[src/rtl/servo_speed_ramp_to_pwm_duty_core_macros.svh]
// Assertion helpers for the servo ramp core.
// Both macros sample on clk and are disabled while arst_n is low.
`ifndef SERVO_SPEED_RAMP_TO_PWM_DUTY_CORE_MACROS_SVH
`define SERVO_SPEED_RAMP_TO_PWM_DUTY_CORE_MACROS_SVH

// consequent checked in the same cycle
`define SSRPD_ASSERT_SAME(label, ante, cons, msg) \
	label: assert property (@(posedge clk) disable iff (!arst_n) (ante) |-> (cons)) \
		else $error(msg);

// consequent checked in the next cycle
`define SSRPD_ASSERT_NEXT(label, ante, cons, msg) \
	label: assert property (@(posedge clk) disable iff (!arst_n) (ante) |=> (cons)) \
		else $error(msg);

`endif

[src/rtl/ssrpd_pkg.sv]
`timescale 1ns / 1ps
package ssrpd_pkg;

	localparam int ANGLE_W  = 17;
	localparam int PULSE_W  = 15;
	localparam int SPEED_W  = 20;
	localparam int DUTY_W   = 10;
	localparam int CFG_W    = 20;
	localparam int IDX_W    = 3;
	localparam int STEP_W   = 15;   // floor((2^20-1)/50) fits in 15 bits

	// x/50 == (x * RECIP50) >> RECIP_SH for every 20-bit x
	localparam int RECIP_W  = 21;
	localparam int RECIP_SH = 26;
	localparam logic [RECIP_W-1:0] RECIP50 = 21'd1342178;

	// shared restoring divider
	localparam int DIV_N_W   = 32;
	localparam int DIV_D_W   = 17;
	localparam int DIV_Q_W   = 15;
	localparam int DIV_CNT_W = 4;

	localparam logic [SPEED_W-1:0] SPEED_MAX = 20'hFFFFF;
	localparam logic [DUTY_W-1:0]  DUTY_MAX  = 10'd1023;
	localparam logic [DIV_D_W-1:0] PERIOD_US = 17'd20000;

	localparam logic signed [ANGLE_W-1:0] RST_MIN_ANGLE = 17'sd0;
	localparam logic signed [ANGLE_W-1:0] RST_MAX_ANGLE = 17'sd46080;
	localparam logic [PULSE_W-1:0] RST_MIN_PULSE = 15'd500;
	localparam logic [PULSE_W-1:0] RST_MAX_PULSE = 15'd2500;
	localparam logic [SPEED_W-1:0] RST_CRUISE    = 20'd25600;
	localparam logic [SPEED_W-1:0] RST_RAMP      = 20'd6400;
	localparam logic [SPEED_W-1:0] RST_FLOOR     = 20'd25600;

	typedef enum logic [IDX_W-1:0] {
		REG_MIN_ANGLE    = 3'd0,
		REG_MAX_ANGLE    = 3'd1,
		REG_MIN_PULSE    = 3'd2,
		REG_MAX_PULSE    = 3'd3,
		REG_CRUISE_SPEED = 3'd4,
		REG_RAMP_RATE    = 3'd5,
		REG_FLOOR_SPEED  = 3'd6
	} reg_idx_t;

	typedef enum logic [3:0] {
		ST_IDLE,
		ST_STEP,
		ST_SPEED,
		ST_MOVE,
		ST_POS,
		ST_MUL,
		ST_SUM,
		ST_WAIT_SPAN,
		ST_DUTY,
		ST_WAIT_DUTY,
		ST_DONE
	} state_t;

	typedef struct packed {
		logic capture;      // latch input payload
		logic recip_ramp;   // step = ramp_rate / 50
		logic speed;        // update speed
		logic recip_speed;  // mv = speed / 50
		logic pos;          // update position
		logic mul;          // pulse interpolation products
		logic div_span;     // start numerator / span
		logic pulse_min;    // span not positive: pulse = min_pulse
		logic pulse_div;    // pulse = divider quotient
		logic div_duty;     // start pulse*1023 / 20000
		logic duty_wr;      // last_duty = saturated quotient
		logic load_out;     // load output register
	} cmd_t;

	typedef struct packed {
		logic en;
		logic span_pos;
		logic div_done;
	} sts_t;

endpackage

[src/rtl/ssrpd_div.sv]
`timescale 1ns / 1ps
module ssrpd_div (
	input  logic clk,
	input  logic arst_n,
	input  logic start,
	input  logic [ssrpd_pkg::DIV_N_W-1:0] dividend,
	input  logic [ssrpd_pkg::DIV_D_W-1:0] divisor,
	output logic done,
	output logic [ssrpd_pkg::DIV_Q_W-1:0] quotient
);
	import ssrpd_pkg::*;

	logic                 busy_q;
	logic                 done_q;
	logic [DIV_CNT_W-1:0] cnt_q;
	logic [DIV_N_W-1:0]   rem_q;
	logic [DIV_N_W-1:0]   dsh_q;
	logic [DIV_Q_W-1:0]   quo_q;
	logic                 fits;

	// quotient is known to stay below 2^DIV_Q_W, so start with the divisor
	// aligned to the top quotient bit
	assign fits = (rem_q >= dsh_q);

	always_ff @(posedge clk or negedge arst_n) begin
		if (!arst_n) begin
			busy_q <= 1'b0;
			done_q <= 1'b0;
			cnt_q  <= '0;
		end else begin
			done_q <= busy_q && !start && (cnt_q == '0);
			if (start) begin
				busy_q <= 1'b1;
				cnt_q  <= DIV_CNT_W'(DIV_Q_W - 1);
			end else if (busy_q) begin
				if (cnt_q == '0) begin
					busy_q <= 1'b0;
				end
				cnt_q <= cnt_q - 1'b1;
			end
		end
	end

	always_ff @(posedge clk) begin
		if (start) begin
			rem_q <= dividend;
			dsh_q <= {{(DIV_N_W-DIV_D_W-DIV_Q_W+1){1'b0}}, divisor, {(DIV_Q_W-1){1'b0}}};
			quo_q <= '0;
		end else if (busy_q) begin
			if (fits) begin
				rem_q <= rem_q - dsh_q;
			end
			quo_q <= {quo_q[DIV_Q_W-2:0], fits};
			dsh_q <= {1'b0, dsh_q[DIV_N_W-1:1]};
		end
	end

	assign done     = done_q;
	assign quotient = quo_q;

endmodule

[src/rtl/ssrpd_dp.sv]
`timescale 1ns / 1ps
module ssrpd_dp (
	input  logic clk,
	input  logic arst_n,
	input  logic cfg_we,
	input  logic [ssrpd_pkg::IDX_W-1:0] cfg_index,
	input  logic [ssrpd_pkg::CFG_W-1:0] cfg_data,
	input  logic signed [ssrpd_pkg::ANGLE_W-1:0] goal_angle,
	input  logic enable,
	input  ssrpd_pkg::cmd_t cmd,
	output ssrpd_pkg::sts_t sts,
	output logic [ssrpd_pkg::DUTY_W-1:0] duty,
	output logic signed [ssrpd_pkg::ANGLE_W-1:0] angle_now,
	output logic driven
);
	import ssrpd_pkg::*;

	// configuration
	logic signed [ANGLE_W-1:0] min_angle_q, max_angle_q;
	logic [PULSE_W-1:0]        min_pulse_q, max_pulse_q;
	logic [SPEED_W-1:0]        cruise_q, ramp_q, floor_q;

	// state
	logic signed [ANGLE_W-1:0] position_q;
	logic [SPEED_W-1:0]        speed_q;
	logic [DUTY_W-1:0]         last_duty_q;

	// working registers
	logic signed [ANGLE_W-1:0] goal_q;
	logic                      en_q;
	logic [STEP_W-1:0]         recip_q;
	logic signed [ANGLE_W:0]   diff_q;
	logic [DIV_N_W-1:0]        prod_a_q;
	logic signed [33:0]        prod_b_q;
	logic                      span_pos_q;
	logic [PULSE_W-1:0]        pulse_q;

	// output register
	logic [DUTY_W-1:0]         duty_q;
	logic signed [ANGLE_W-1:0] angle_q;
	logic                      driven_q;

	// /50 by reciprocal, one multiplier shared by ramp_rate and speed
	logic [SPEED_W-1:0]         recip_in;
	logic [SPEED_W+RECIP_W-1:0] recip_prod;

	assign recip_in   = cmd.recip_speed ? speed_q : ramp_q;
	assign recip_prod = {{RECIP_W{1'b0}}, recip_in} * {{SPEED_W{1'b0}}, RECIP50};

	// speed ramp
	logic [SPEED_W:0]   sp_sum;
	logic [SPEED_W-1:0] sp_step, sp_ramp, sp_next;

	assign sp_step = {{(SPEED_W-STEP_W){1'b0}}, recip_q};
	assign sp_sum  = {1'b0, speed_q} + {1'b0, sp_step};

	always_comb begin
		if (speed_q < cruise_q) begin
			sp_ramp = sp_sum[SPEED_W] ? SPEED_MAX : sp_sum[SPEED_W-1:0];
		end else if (speed_q > cruise_q) begin
			sp_ramp = (sp_step > speed_q) ? '0 : speed_q - sp_step;
		end else begin
			sp_ramp = speed_q;
		end
		sp_next = (sp_ramp < floor_q) ? floor_q : sp_ramp;
	end

	// position move and clamp
	logic [ANGLE_W:0]          dist_abs;
	logic [ANGLE_W:0]          mv_ext, mv_lim;
	logic signed [ANGLE_W+1:0] pos_ext, mv_s, pos_mv, pos_lo, pos_hi;
	logic signed [ANGLE_W+1:0] min_ext, max_ext;
	logic                      moving_up;

	assign dist_abs  = diff_q[ANGLE_W] ? (ANGLE_W+1)'(-diff_q) : diff_q;
	assign mv_ext    = {{(ANGLE_W+1-STEP_W){1'b0}}, recip_q};
	assign mv_lim    = (mv_ext > dist_abs) ? dist_abs : mv_ext;
	assign moving_up = !diff_q[ANGLE_W] && (diff_q != '0);
	assign pos_ext   = {{2{position_q[ANGLE_W-1]}}, position_q};
	assign min_ext   = {{2{min_angle_q[ANGLE_W-1]}}, min_angle_q};
	assign max_ext   = {{2{max_angle_q[ANGLE_W-1]}}, max_angle_q};
	assign mv_s      = $signed({1'b0, mv_lim});
	assign pos_mv    = moving_up ? pos_ext + mv_s : pos_ext - mv_s;
	assign pos_lo    = (pos_mv < min_ext) ? min_ext : pos_mv;
	assign pos_hi    = (pos_lo > max_ext) ? max_ext : pos_lo;

	// pulse interpolation: min_pulse*span + (pos-min)*(max_pulse-min_pulse)
	logic signed [ANGLE_W:0]   span, offs;
	logic signed [PULSE_W:0]   dpulse;
	logic signed [33:0]        prod_b;
	logic signed [34:0]        num_s;
	logic [DIV_N_W-1:0]        num_u;

	assign span   = {max_angle_q[ANGLE_W-1], max_angle_q} - {min_angle_q[ANGLE_W-1], min_angle_q};
	assign offs   = {position_q[ANGLE_W-1], position_q} - {min_angle_q[ANGLE_W-1], min_angle_q};
	assign dpulse = $signed({1'b0, max_pulse_q}) - $signed({1'b0, min_pulse_q});
	assign prod_b = offs * dpulse;
	assign num_s  = $signed({3'b000, prod_a_q}) + $signed({prod_b_q[33], prod_b_q});
	assign num_u  = num_s[34] ? '0 : num_s[DIV_N_W-1:0];

	// pulse * 1023 as a shift and subtract
	logic [PULSE_W+DUTY_W-1:0] duty_num;

	assign duty_num = {pulse_q, {DUTY_W{1'b0}}} - {{DUTY_W{1'b0}}, pulse_q};

	// shared divider
	logic                 div_start, div_done;
	logic [DIV_N_W-1:0]   div_n;
	logic [DIV_D_W-1:0]   div_d;
	logic [DIV_Q_W-1:0]   div_q;

	assign div_start = cmd.div_span || cmd.div_duty;
	assign div_n     = cmd.div_span ? num_u
	                                : {{(DIV_N_W-PULSE_W-DUTY_W){1'b0}}, duty_num};
	assign div_d     = cmd.div_span ? span[DIV_D_W-1:0] : PERIOD_US;

	ssrpd_div u_div (
		.clk      (clk),
		.arst_n   (arst_n),
		.start    (div_start),
		.dividend (div_n),
		.divisor  (div_d),
		.done     (div_done),
		.quotient (div_q)
	);

	// control and state registers
	always_ff @(posedge clk or negedge arst_n) begin
		if (!arst_n) begin
			min_angle_q <= RST_MIN_ANGLE;
			max_angle_q <= RST_MAX_ANGLE;
			min_pulse_q <= RST_MIN_PULSE;
			max_pulse_q <= RST_MAX_PULSE;
			cruise_q    <= RST_CRUISE;
			ramp_q      <= RST_RAMP;
			floor_q     <= RST_FLOOR;
			position_q  <= '0;
			speed_q     <= '0;
			last_duty_q <= '0;
		end else begin
			if (cfg_we) begin
				unique case (cfg_index)
					REG_MIN_ANGLE:    min_angle_q <= cfg_data[ANGLE_W-1:0];
					REG_MAX_ANGLE:    max_angle_q <= cfg_data[ANGLE_W-1:0];
					REG_MIN_PULSE:    min_pulse_q <= cfg_data[PULSE_W-1:0];
					REG_MAX_PULSE:    max_pulse_q <= cfg_data[PULSE_W-1:0];
					REG_CRUISE_SPEED: cruise_q    <= cfg_data[SPEED_W-1:0];
					REG_RAMP_RATE:    ramp_q      <= cfg_data[SPEED_W-1:0];
					REG_FLOOR_SPEED:  floor_q     <= cfg_data[SPEED_W-1:0];
					default: ;
				endcase
			end
			if (cmd.speed) begin
				speed_q <= sp_next;
			end
			if (cmd.pos) begin
				position_q <= pos_hi[ANGLE_W-1:0];
			end
			if (cmd.duty_wr) begin
				last_duty_q <= (div_q > {{(DIV_Q_W-DUTY_W){1'b0}}, DUTY_MAX})
				               ? DUTY_MAX : div_q[DUTY_W-1:0];
			end
		end
	end

	// payload registers
	always_ff @(posedge clk) begin
		if (cmd.capture) begin
			goal_q <= goal_angle;
			en_q   <= enable;
		end
		if (cmd.recip_ramp) begin
			recip_q <= recip_prod[RECIP_SH +: STEP_W];
			diff_q  <= {goal_q[ANGLE_W-1], goal_q} - {position_q[ANGLE_W-1], position_q};
		end
		if (cmd.recip_speed) begin
			recip_q <= recip_prod[RECIP_SH +: STEP_W];
		end
		if (cmd.mul) begin
			prod_a_q   <= {{(DIV_N_W-PULSE_W){1'b0}}, min_pulse_q}
			            * {{(DIV_N_W-DIV_D_W){1'b0}}, span[DIV_D_W-1:0]};
			prod_b_q   <= prod_b;
			span_pos_q <= !span[ANGLE_W] && (span != '0);
		end
		if (cmd.pulse_min) begin
			pulse_q <= min_pulse_q;
		end
		if (cmd.pulse_div) begin
			pulse_q <= div_q;
		end
		if (cmd.load_out) begin
			duty_q   <= last_duty_q;
			angle_q  <= position_q;
			driven_q <= en_q;
		end
	end

	assign sts.en       = en_q;
	assign sts.span_pos = span_pos_q;
	assign sts.div_done = div_done;

	assign duty      = duty_q;
	assign angle_now = angle_q;
	assign driven    = driven_q;

endmodule

[src/rtl/ssrpd_ctrl.sv]
`timescale 1ns / 1ps
module ssrpd_ctrl (
	input  logic clk,
	input  logic arst_n,
	input  logic in_valid,
	output logic in_ready,
	output logic out_valid,
	input  logic out_ready,
	input  ssrpd_pkg::sts_t sts,
	output ssrpd_pkg::cmd_t cmd
);
	import ssrpd_pkg::*;

	state_t state_q, state_d;
	logic   out_valid_q;
	logic   out_free;

	assign out_free = !out_valid_q || out_ready;

	always_ff @(posedge clk or negedge arst_n) begin
		if (!arst_n) begin
			state_q     <= ST_IDLE;
			out_valid_q <= 1'b0;
		end else begin
			state_q <= state_d;
			if (cmd.load_out) begin
				out_valid_q <= 1'b1;
			end else if (out_ready) begin
				out_valid_q <= 1'b0;
			end
		end
	end

	always_comb begin
		state_d  = state_q;
		cmd      = '0;
		in_ready = 1'b0;
		unique case (state_q)
			ST_IDLE: begin
				in_ready    = 1'b1;
				cmd.capture = in_valid;
				if (in_valid) begin
					state_d = ST_STEP;
				end
			end
			ST_STEP: begin
				cmd.recip_ramp = 1'b1;
				state_d        = sts.en ? ST_SPEED : ST_DONE;
			end
			ST_SPEED: begin
				cmd.speed = 1'b1;
				state_d   = ST_MOVE;
			end
			ST_MOVE: begin
				cmd.recip_speed = 1'b1;
				state_d         = ST_POS;
			end
			ST_POS: begin
				cmd.pos = 1'b1;
				state_d = ST_MUL;
			end
			ST_MUL: begin
				cmd.mul = 1'b1;
				state_d = ST_SUM;
			end
			ST_SUM: begin
				if (sts.span_pos) begin
					cmd.div_span = 1'b1;
					state_d      = ST_WAIT_SPAN;
				end else begin
					cmd.pulse_min = 1'b1;
					state_d       = ST_DUTY;
				end
			end
			ST_WAIT_SPAN: begin
				if (sts.div_done) begin
					cmd.pulse_div = 1'b1;
					state_d       = ST_DUTY;
				end
			end
			ST_DUTY: begin
				cmd.div_duty = 1'b1;
				state_d      = ST_WAIT_DUTY;
			end
			ST_WAIT_DUTY: begin
				if (sts.div_done) begin
					cmd.duty_wr = 1'b1;
					state_d     = ST_DONE;
				end
			end
			ST_DONE: begin
				if (out_free) begin
					cmd.load_out = 1'b1;
					state_d      = ST_IDLE;
				end
			end
			default: state_d = ST_IDLE;
		endcase
	end

	assign out_valid = out_valid_q;

endmodule

[src/rtl/servo_speed_ramp_to_pwm_duty_core.sv]
// Sequencing: an enabled tick runs every step below (no span division when the degree
//   span is not positive); a disabled tick skips to the output transfer. The two 15-step
//   divisions dominate. The shared divider and the sequencer handle one tick at a time.
//   A held result does not block the next input transfer.
// Reset (arst_n low, async): registers return to their reset values, position, speed
//   and last duty clear, the output register empties.
`timescale 1ns / 1ps
`include "servo_speed_ramp_to_pwm_duty_core_macros.svh"
module servo_speed_ramp_to_pwm_duty_core (
	input  logic clk,
	input  logic arst_n,
	// configuration write port
	input  logic cfg_we,
	input  logic [ssrpd_pkg::IDX_W-1:0] cfg_index,
	input  logic [ssrpd_pkg::CFG_W-1:0] cfg_data,
	// tick input
	input  logic in_valid,
	output logic in_ready,
	input  logic signed [ssrpd_pkg::ANGLE_W-1:0] goal_angle,
	input  logic enable,
	// result output
	output logic out_valid,
	input  logic out_ready,
	output logic [ssrpd_pkg::DUTY_W-1:0] duty,
	output logic signed [ssrpd_pkg::ANGLE_W-1:0] angle_now,
	output logic driven
);
	import ssrpd_pkg::*;

	// Sequencer drives one-hot-ish command strobes per step; the datapath
	// holds config, servo state, the /50 reciprocal multiplier, the pulse
	// interpolation products and the shared restoring divider.
	cmd_t cmd;
	sts_t sts;

	ssrpd_ctrl u_ctrl (
		.clk       (clk),
		.arst_n    (arst_n),
		.in_valid  (in_valid),
		.in_ready  (in_ready),
		.out_valid (out_valid),
		.out_ready (out_ready),
		.sts       (sts),
		.cmd       (cmd)
	);

	// Step order for an enabled tick:
	//   ramp_rate/50 and goal distance, speed ramp + floor, speed/50,
	//   move + clamp, interpolation products, numerator / span,
	//   pulse*1023 / 20000 with saturation, then output transfer.
	ssrpd_dp u_dp (
		.clk        (clk),
		.arst_n     (arst_n),
		.cfg_we     (cfg_we),
		.cfg_index  (cfg_index),
		.cfg_data   (cfg_data),
		.goal_angle (goal_angle),
		.enable     (enable),
		.cmd        (cmd),
		.sts        (sts),
		.duty       (duty),
		.angle_now  (angle_now),
		.driven     (driven)
	);

	// a transfer in always leaves the sequencer busy in the next cycle
	`SSRPD_ASSERT_NEXT(a_busy_after_in, in_valid && in_ready, !in_ready, "input taken while busy")
	// never overwrite a result that has not been transferred
	`SSRPD_ASSERT_SAME(a_no_overwrite, cmd.load_out, !out_valid || out_ready, "result overwritten")
	// span division only with a positive span
	`SSRPD_ASSERT_SAME(a_span_pos, cmd.div_span, sts.span_pos, "division by non-positive span")
	// duty state only changes on enabled ticks
	`SSRPD_ASSERT_SAME(a_duty_en, cmd.duty_wr, sts.en, "duty updated on disabled tick")

endmodule
[config.mk]
export PLATFORM = sky130hd
export DESIGN_NAME = servo_speed_ramp_to_pwm_duty_core
export DESIGN_NICKNAME = d
export VERILOG_FILES = /design/src/rtl/ssrpd_pkg.sv /design/src/rtl/ssrpd_div.sv /design/src/rtl/ssrpd_dp.sv /design/src/rtl/ssrpd_ctrl.sv /design/src/rtl/servo_speed_ramp_to_pwm_duty_core.sv
export VERILOG_INCLUDE_DIRS = /design/src /design/src/rtl
export SDC_FILE = /design/constraint.sdc
export NUM_CORES = 2
export LEC_CHECK = 0
export ABC_AREA = 1
export ABC_CLOCK_PERIOD_IN_PS = 23300
export BUFFER_PORTS_ARGS = -buffer_cell sky130_fd_sc_hd__buf_2
export CAP_MARGIN = 25
export CORE_UTILIZATION = 40
export DETAILED_ROUTE_END_ITERATION = 10
export PLACE_DENSITY = 0.51
export SLEW_MARGIN = 5
export SYNTH_ARGS = -nofsm -noshare
export SYNTH_HDL_FRONTEND = slang
export SYNTH_HIERARCHICAL = 1
export SYNTH_SLANG_ARGS = --single-unit
export TNS_END_PERCENT = 50
[constraint.sdc]
create_clock -name clk -period 23.3 [get_ports clk]
set_input_delay 2.33 -clock clk [delete_from_list [all_inputs] [get_ports clk]]
set_output_delay 2.33 -clock clk [all_outputs]
set_load 0.05 [all_outputs]
Word-level counts from Yosys, hierarchy flattened:

Cells that the tools add are included.

* register bits: 421
* input port bits: 46
* output and inout port bits: 30
* logic and storage cells: 158

* $add $sub $neg: 13
* multiply operators: 3
* magnitude comparators: 9
* equality and inequality tests: 20
* muxes and demuxes: 54
* reductions and logical operators: 29

Operators by type and width (number)
* 32-bit two-way mux: 5
* 20-bit two-way mux: 6
* 31-bit two-way mux: 2
* 15-bit two-way mux: 4
* 17-bit by 17-bit subtractor with 18-bit output: 3
* 4-bit one-hot mux with 11 select lines: 1
* 20-bit less-than comparator: 2
* 20-bit by 20-bit multiplier with 40-bit output (second input constant): 1
* 19-bit two-way mux: 2
* 18-bit two-way mux: 2
* 18-bit nonzero test: 2
* 33-bit by 34-bit adder with 35-bit output: 1
* 18-bit by 16-bit multiplier with 34-bit output: 1
* 17-bit two-way mux: 2
* 32-bit by 31-bit >= comparator with 1-bit output: 1
* 15-bit by 17-bit multiplier with 32-bit output: 1
* 4-bit two-way mux: 8
* 32-bit by 31-bit subtractor with 32-bit output: 1
* 25-bit by 15-bit subtractor with 25-bit output: 1
* 20-bit by 15-bit adder with 21-bit output: 1
* 15-bit by 20-bit > comparator with 1-bit output: 1
* 20-bit > comparator: 1
* 1-bit two-way mux: 20
* 20-bit by 15-bit subtractor with 20-bit output: 1
* 28 further kinds: 58

Logic depth before layout (Yosys ltp):

* depth after elaboration: 10
* depth in mapped cells: 70
* depth with buffers taken out: 69

Modules after synthesis:

The synthesis kept the hierarchy.

Modules (own cells, without submodules)
* ssrpd_dp: instances 1, cells an instance 5962, area each 49571.3 um^2, seq. area each 9143.8 um^2
* ssrpd_div: instances 1, cells an instance 823, area each 5738.0 um^2, seq. area each 2202.1 um^2
* ssrpd_ctrl: instances 1, cells an instance 80, area each 461.7 um^2, seq. area each 125.1 um^2

Least setup slack after synthesis:

No wires, ideal clock.

* path type: register to register
* start: reg u_dp.diff_q[0]
* end: reg u_dp.position_q[6]
* setup time: 133 ps
* arrival: 8160 ps
* data required time: 23167 ps
* setup slack: 15008 ps
* cell stages (with the launch flop): 66
* buffers on the path: 2
* period minus slack after synthesis: 8292 ps
* cells stage by stage: edfxtp_1 -> inv_1 -> ha_1 -> nand2_2 -> o31ai_1 -> xor2_1 -> inv_1 -> ha_1 -> nand2_1 -> nor2_1 -> nand3_1 -> nand3_1 -> nand2_1 -> nand2_1 -> nand2_1 -> nand2_2 -> nand3_4 -> inv_2 -> [30 not listed] -> nand2_1 -> nand2_1 -> inv_1 -> clkbuf_1 -> o21ai_0 -> ha_1 -> inv_1 -> nor3_1 -> o31ai_1 -> o211ai_1 -> nand2_1 -> a31oi_1 -> nor2_1 -> nand2_1 -> inv_1 -> clkbuf_1 -> nor2_1 -> o22ai_1

* word-level cells in the longest chain between the ends: 10
* elaborated cells on any way between the ends: 13
* classes of those cells: add/sub: 3; order compare: 3; mux: 5; reduce/logical: 2

RTL lines
* start: declaration: line ssrpd_dp.sv:32 `logic signed [ANGLE_W:0] diff_q;`
* start signal: assignment: line ssrpd_dp.sv:174 `diff_q <= {goal_q[ANGLE_W-1], goal_q} - {position_q[ANGLE_W-1], position_q};`
* 18-bit negator: line ssrpd_dp.sv:75 `assign dist_abs = diff_q[ANGLE_W] ? (ANGLE_W+1)'(-diff_q) : diff_q;`
* 18-bit two-way mux: line ssrpd_dp.sv:75
* 15-bit by 18-bit > comparator with 1-bit output: line ssrpd_dp.sv:77 `assign mv_lim = (mv_ext > dist_abs) ? dist_abs : mv_ext;`
* 18-bit two-way mux: line ssrpd_dp.sv:77
* 17-bit by 19-bit subtractor with 19-bit output / 17-bit by 19-bit adder with 19-bit output (equally long branches): line ssrpd_dp.sv:83 `assign pos_mv = moving_up ? pos_ext + mv_s : pos_ext - mv_s;`
* 19-bit two-way mux *: line ssrpd_dp.sv:83
* 19-bit by 17-bit less-than comparator with 1-bit output: line ssrpd_dp.sv:84 `assign pos_lo = (pos_mv < min_ext) ? min_ext : pos_mv;`
* 19-bit two-way mux *: line ssrpd_dp.sv:84
* 19-bit by 17-bit > comparator with 1-bit output: line ssrpd_dp.sv:85 `assign pos_hi = (pos_lo > max_ext) ? max_ext : pos_lo;`
* 17-bit two-way mux *: line ssrpd_dp.sv:85
* end signal: assignment: line ssrpd_dp.sv:157 `position_q <= pos_hi[ANGLE_W-1:0];`
* end: declaration: line ssrpd_dp.sv:24 `logic signed [ANGLE_W-1:0] position_q;`

Every way passes the cells marked *; elsewhere a longest branch is shown, timed or not.
A chain may end at the register's enable or synchronous reset.

Final worst setup path:

* start: reg u_dp.diff_q[17]
* end: reg u_dp.position_q[2]

The elaborated chain is that of the path after synthesis.

==> reports/metrics.cfg <==
[synthesis]
synth_edf_count = 210
yosysUniqueCellTypes = 70
synth-seq-cells = 421
synthFlopType = edfxtp_1
synth.yosys.seq_area_share = 0.206
syn_inst = 6865
synthArstFlopShare = 0.432
syn_nets = 8229
synth_area_sq_um = 55800
ys_warn_count = 6
avgSynthCellArea_sq_um = 8.12

[global_route]
track_usage = 0.252
grt-busiest-layer = met2
grtUsageMet1 = 0.344
grt_pass1_wl_mm = 272
grt_pass1_vias = 45420
use_met3 = 0.0259
grt_max_degree = 68
gr-total-overflow = 0
grt_use_met2 = 0.428
antenna_found_initial = 1

[timing]
max_slew_margin = 0.287
slew_violations = 0
grt_setup_unrepaired = no
hold_viol = 0
clock_skew_ps = 94.5
timing.fmax_mhz = 90.0
post-route-min-period_ps = 11110
period_share = 0.477
tightest_slew_ps = 1070
setup_viol = 0
tns_ps = 0

[worst_setup_path]
critPathBufInv = 9
required_ps = 23860
critPathLaunchType = flip-flop
crit_path_frequent_cell = nand2_1
cp_max_fo = 24
crit_family = simple AND/OR/NAND/NOR gates
slowest_stage = edfxtp_1
worstSetupPathType = reg -> reg
cp-end-kind = flip-flop
max_stage_delay_ps = 660
cp.arrival_ps = 11660

[routing]
vias = 44875
drt_wl_total_mm = 176
vias_per_cell = 5.15
drt-wirelength-per-cell_um = 20.2
remaining_drc_errors = 0
antenna_left = 0
drtIter0Drc = 2860
firstDrtPassIters = 6

[cts]
cts_setup_buffers = 0
root_buffer = clkbuf_16
cts_made_buffers = 53
clock_latency_ps = 690
htree_levels = 2
cts_tree = done
clkTransAtPathRegs_ps = 60
cts.path.max_buffers = 3
numClockSinks = 421
postCtsHoldBufs = 0
cts_resized = 0

[floorplanning]
dieArea_sq_um = 141000
start_util = 0.405
die_h_um = 375
io_pins = 76
die_w_um = 375
core-area_sq_um = 138000
num_rows = 136

[placed_design]
gp_congestion = 0.921
hpwl_mm = 144
port_buffers = 75

[hold_path]
min_path_type = reg -> reg

[status]
status = complete, no violations

[layout]
drive_gt1_frac = 0.0549
nFillCells = 14118
syn2layout_area_growth_pct = 7.39
antennaDiodeCount = 0
fin_nets = 8244

[run]
maxCapViolCount = 0

==> path summary, 6_finish.rpt <==
| path | from | end | slack, ps | cells after the start |
|---|---|---|---|---|
| max in group asynchronous | arst_n | u_dp/floor_q[12] | 19460 | 3 |
| setup / recovery | u_dp/diff_q[17] | u_dp/position_q[2] | 12190 | 61 |
| min in group asynchronous | arst_n | u_dp/last_duty_q[3] | 1690 | 1 |
| hold / removal | u_dp/en_q | u_dp/driven | 450 | 0 |
| hold reg to reg | u_dp/en_q | u_dp/driven | 450 | 0 |
| setup reg to reg | u_dp/diff_q[17] | u_dp/position_q[2] | 12190 | 61 |
==> worst register-to-register path: cells and delay by family, from the launching register on <==
family / cells / cell delay [ps]
buffers and inverters: 9 / 1780
AOI/OAI and AO/OA: 15 / 2860
adders and majority gates: 5 / 1470
DFF: 1 / 660
and+or+nand+nor: 30 / 3760
xor gates and xnor gates: 2 / 410
==> cell usage in the layout (no fill, tap or decap), types with 29 or more instances in the layout <==
master,n
ha_1,681
nand4_1,38
dfrtp_1,158
nor2_1,488
o21ai_0,355
edfxtp_1,210
nand3_1,222
buf_4,43
o21ai_1,37
clkbuf_16,54
buf_2,74
nand2_2,33
nand2_1,1523
fa_1,637
o22ai_1,44
a21oi_1,326
xor2_1,143
or2_2,40
xnor2_1,58
nor3_1,39
dfxtp_1,29
inv_1,1319
==> per-stage QoR <==
step                instance area (sq um)  instances   util  hold slack (ps)  setup WS, ps
global placement                    58000       8614  0.421              435         12160
finish                              59900       8718  0.435              451         12190
global route                        59900       8718  0.435              458         10810
detailed placement                  58000       8617  0.421              437         12230
CTS                                 59900       8716  0.434              454         12160
floorplan                           55800       6865      -              425         15010
==> cells in the mapped netlist (all sizes together) (18+ instances only) <==
| cell type | number | share of area |
|---|---|---|
| nand2 | 1558 | 0.11 |
| fa | 637 | 0.23 |
| edfxtp | 210 | 0.11 |
| o21ai | 399 | 0.036 |
| inv | 1336 | 0.090 |
| clkbuf | 114 | 0.0079 |
| nor4 | 18 | 0.0020 |
| nor2 | 517 | 0.036 |
| a31oi | 27 | 0.0030 |
| buf | 47 | 0.0052 |
| dfxtp | 29 | 0.010 |
| nor3 | 42 | 0.0039 |
| xor2 | 145 | 0.023 |
| dfrtp | 158 | 0.071 |
| or2 | 46 | 0.0052 |
| o211ai | 22 | 0.0030 |
| nand3 | 231 | 0.022 |
| ha | 681 | 0.15 |
| a21o | 22 | 0.0030 |
| nand4 | 38 | 0.0043 |
| o22ai | 44 | 0.0049 |
| dfstp | 24 | 0.011 |
| xnor2 | 58 | 0.0091 |
| a21oi | 328 | 0.030 |
==> kinds of logic after synthesis <==
group                    after synthesis  share of synthesized area
buffers and inverters               1511                      0.104
AND/OR/NAND/NOR                     2472                      0.183
AO/OA/AOI/OAI                        940                     0.0940
flip-flops                           421                      0.206
XOR/XNOR                             203                     0.0320
adder cells (fa/ha/maj)             1318                      0.381
==> metal layers <==
layer / vias to the layer above / wire [um]
met1: 21930 / 79900
met5: - / 0
met2: 1052 / 84100
li1: 21700 / -
met4: 0 / 4450
met3: 193 / 7400
==> sequential cells by signal (all words and copies together), names as in the netlist, 17 cells and up <==
| register | cells |
|---|---|
| u_dp/angle_now | 17 |
| u_dp/cruise_q | 20 |
| u_dp/diff_q | 18 |
| u_dp/floor_q | 20 |
| u_dp/goal_q | 17 |
| u_dp/max_angle_q | 17 |
| u_dp/min_angle_q | 17 |
| u_dp/position_q | 17 |
| u_dp/prod_a_q | 32 |
| u_dp/prod_b_q | 34 |
| u_dp/ramp_q | 20 |
| u_dp/speed_q | 20 |
| u_dp/u_div/dsh_q | 31 |
| u_dp/u_div/rem_q | 32 |
==> layout make-up <==
type                    count  area, sq um  share of cell area
clock inverters            26          362             0.00604
clock buffers              73         1450              0.0243
repair buffers            121          752              0.0126
well taps                1794         2240              0.0375
inverters                1350         5070              0.0846
flip-flops and latches    421        11500               0.192
multi-input cells        4933        38500               0.644
Power is not shown: default switching activity piles up to over one toggle a cycle in this logic, so the estimate is an artifact.
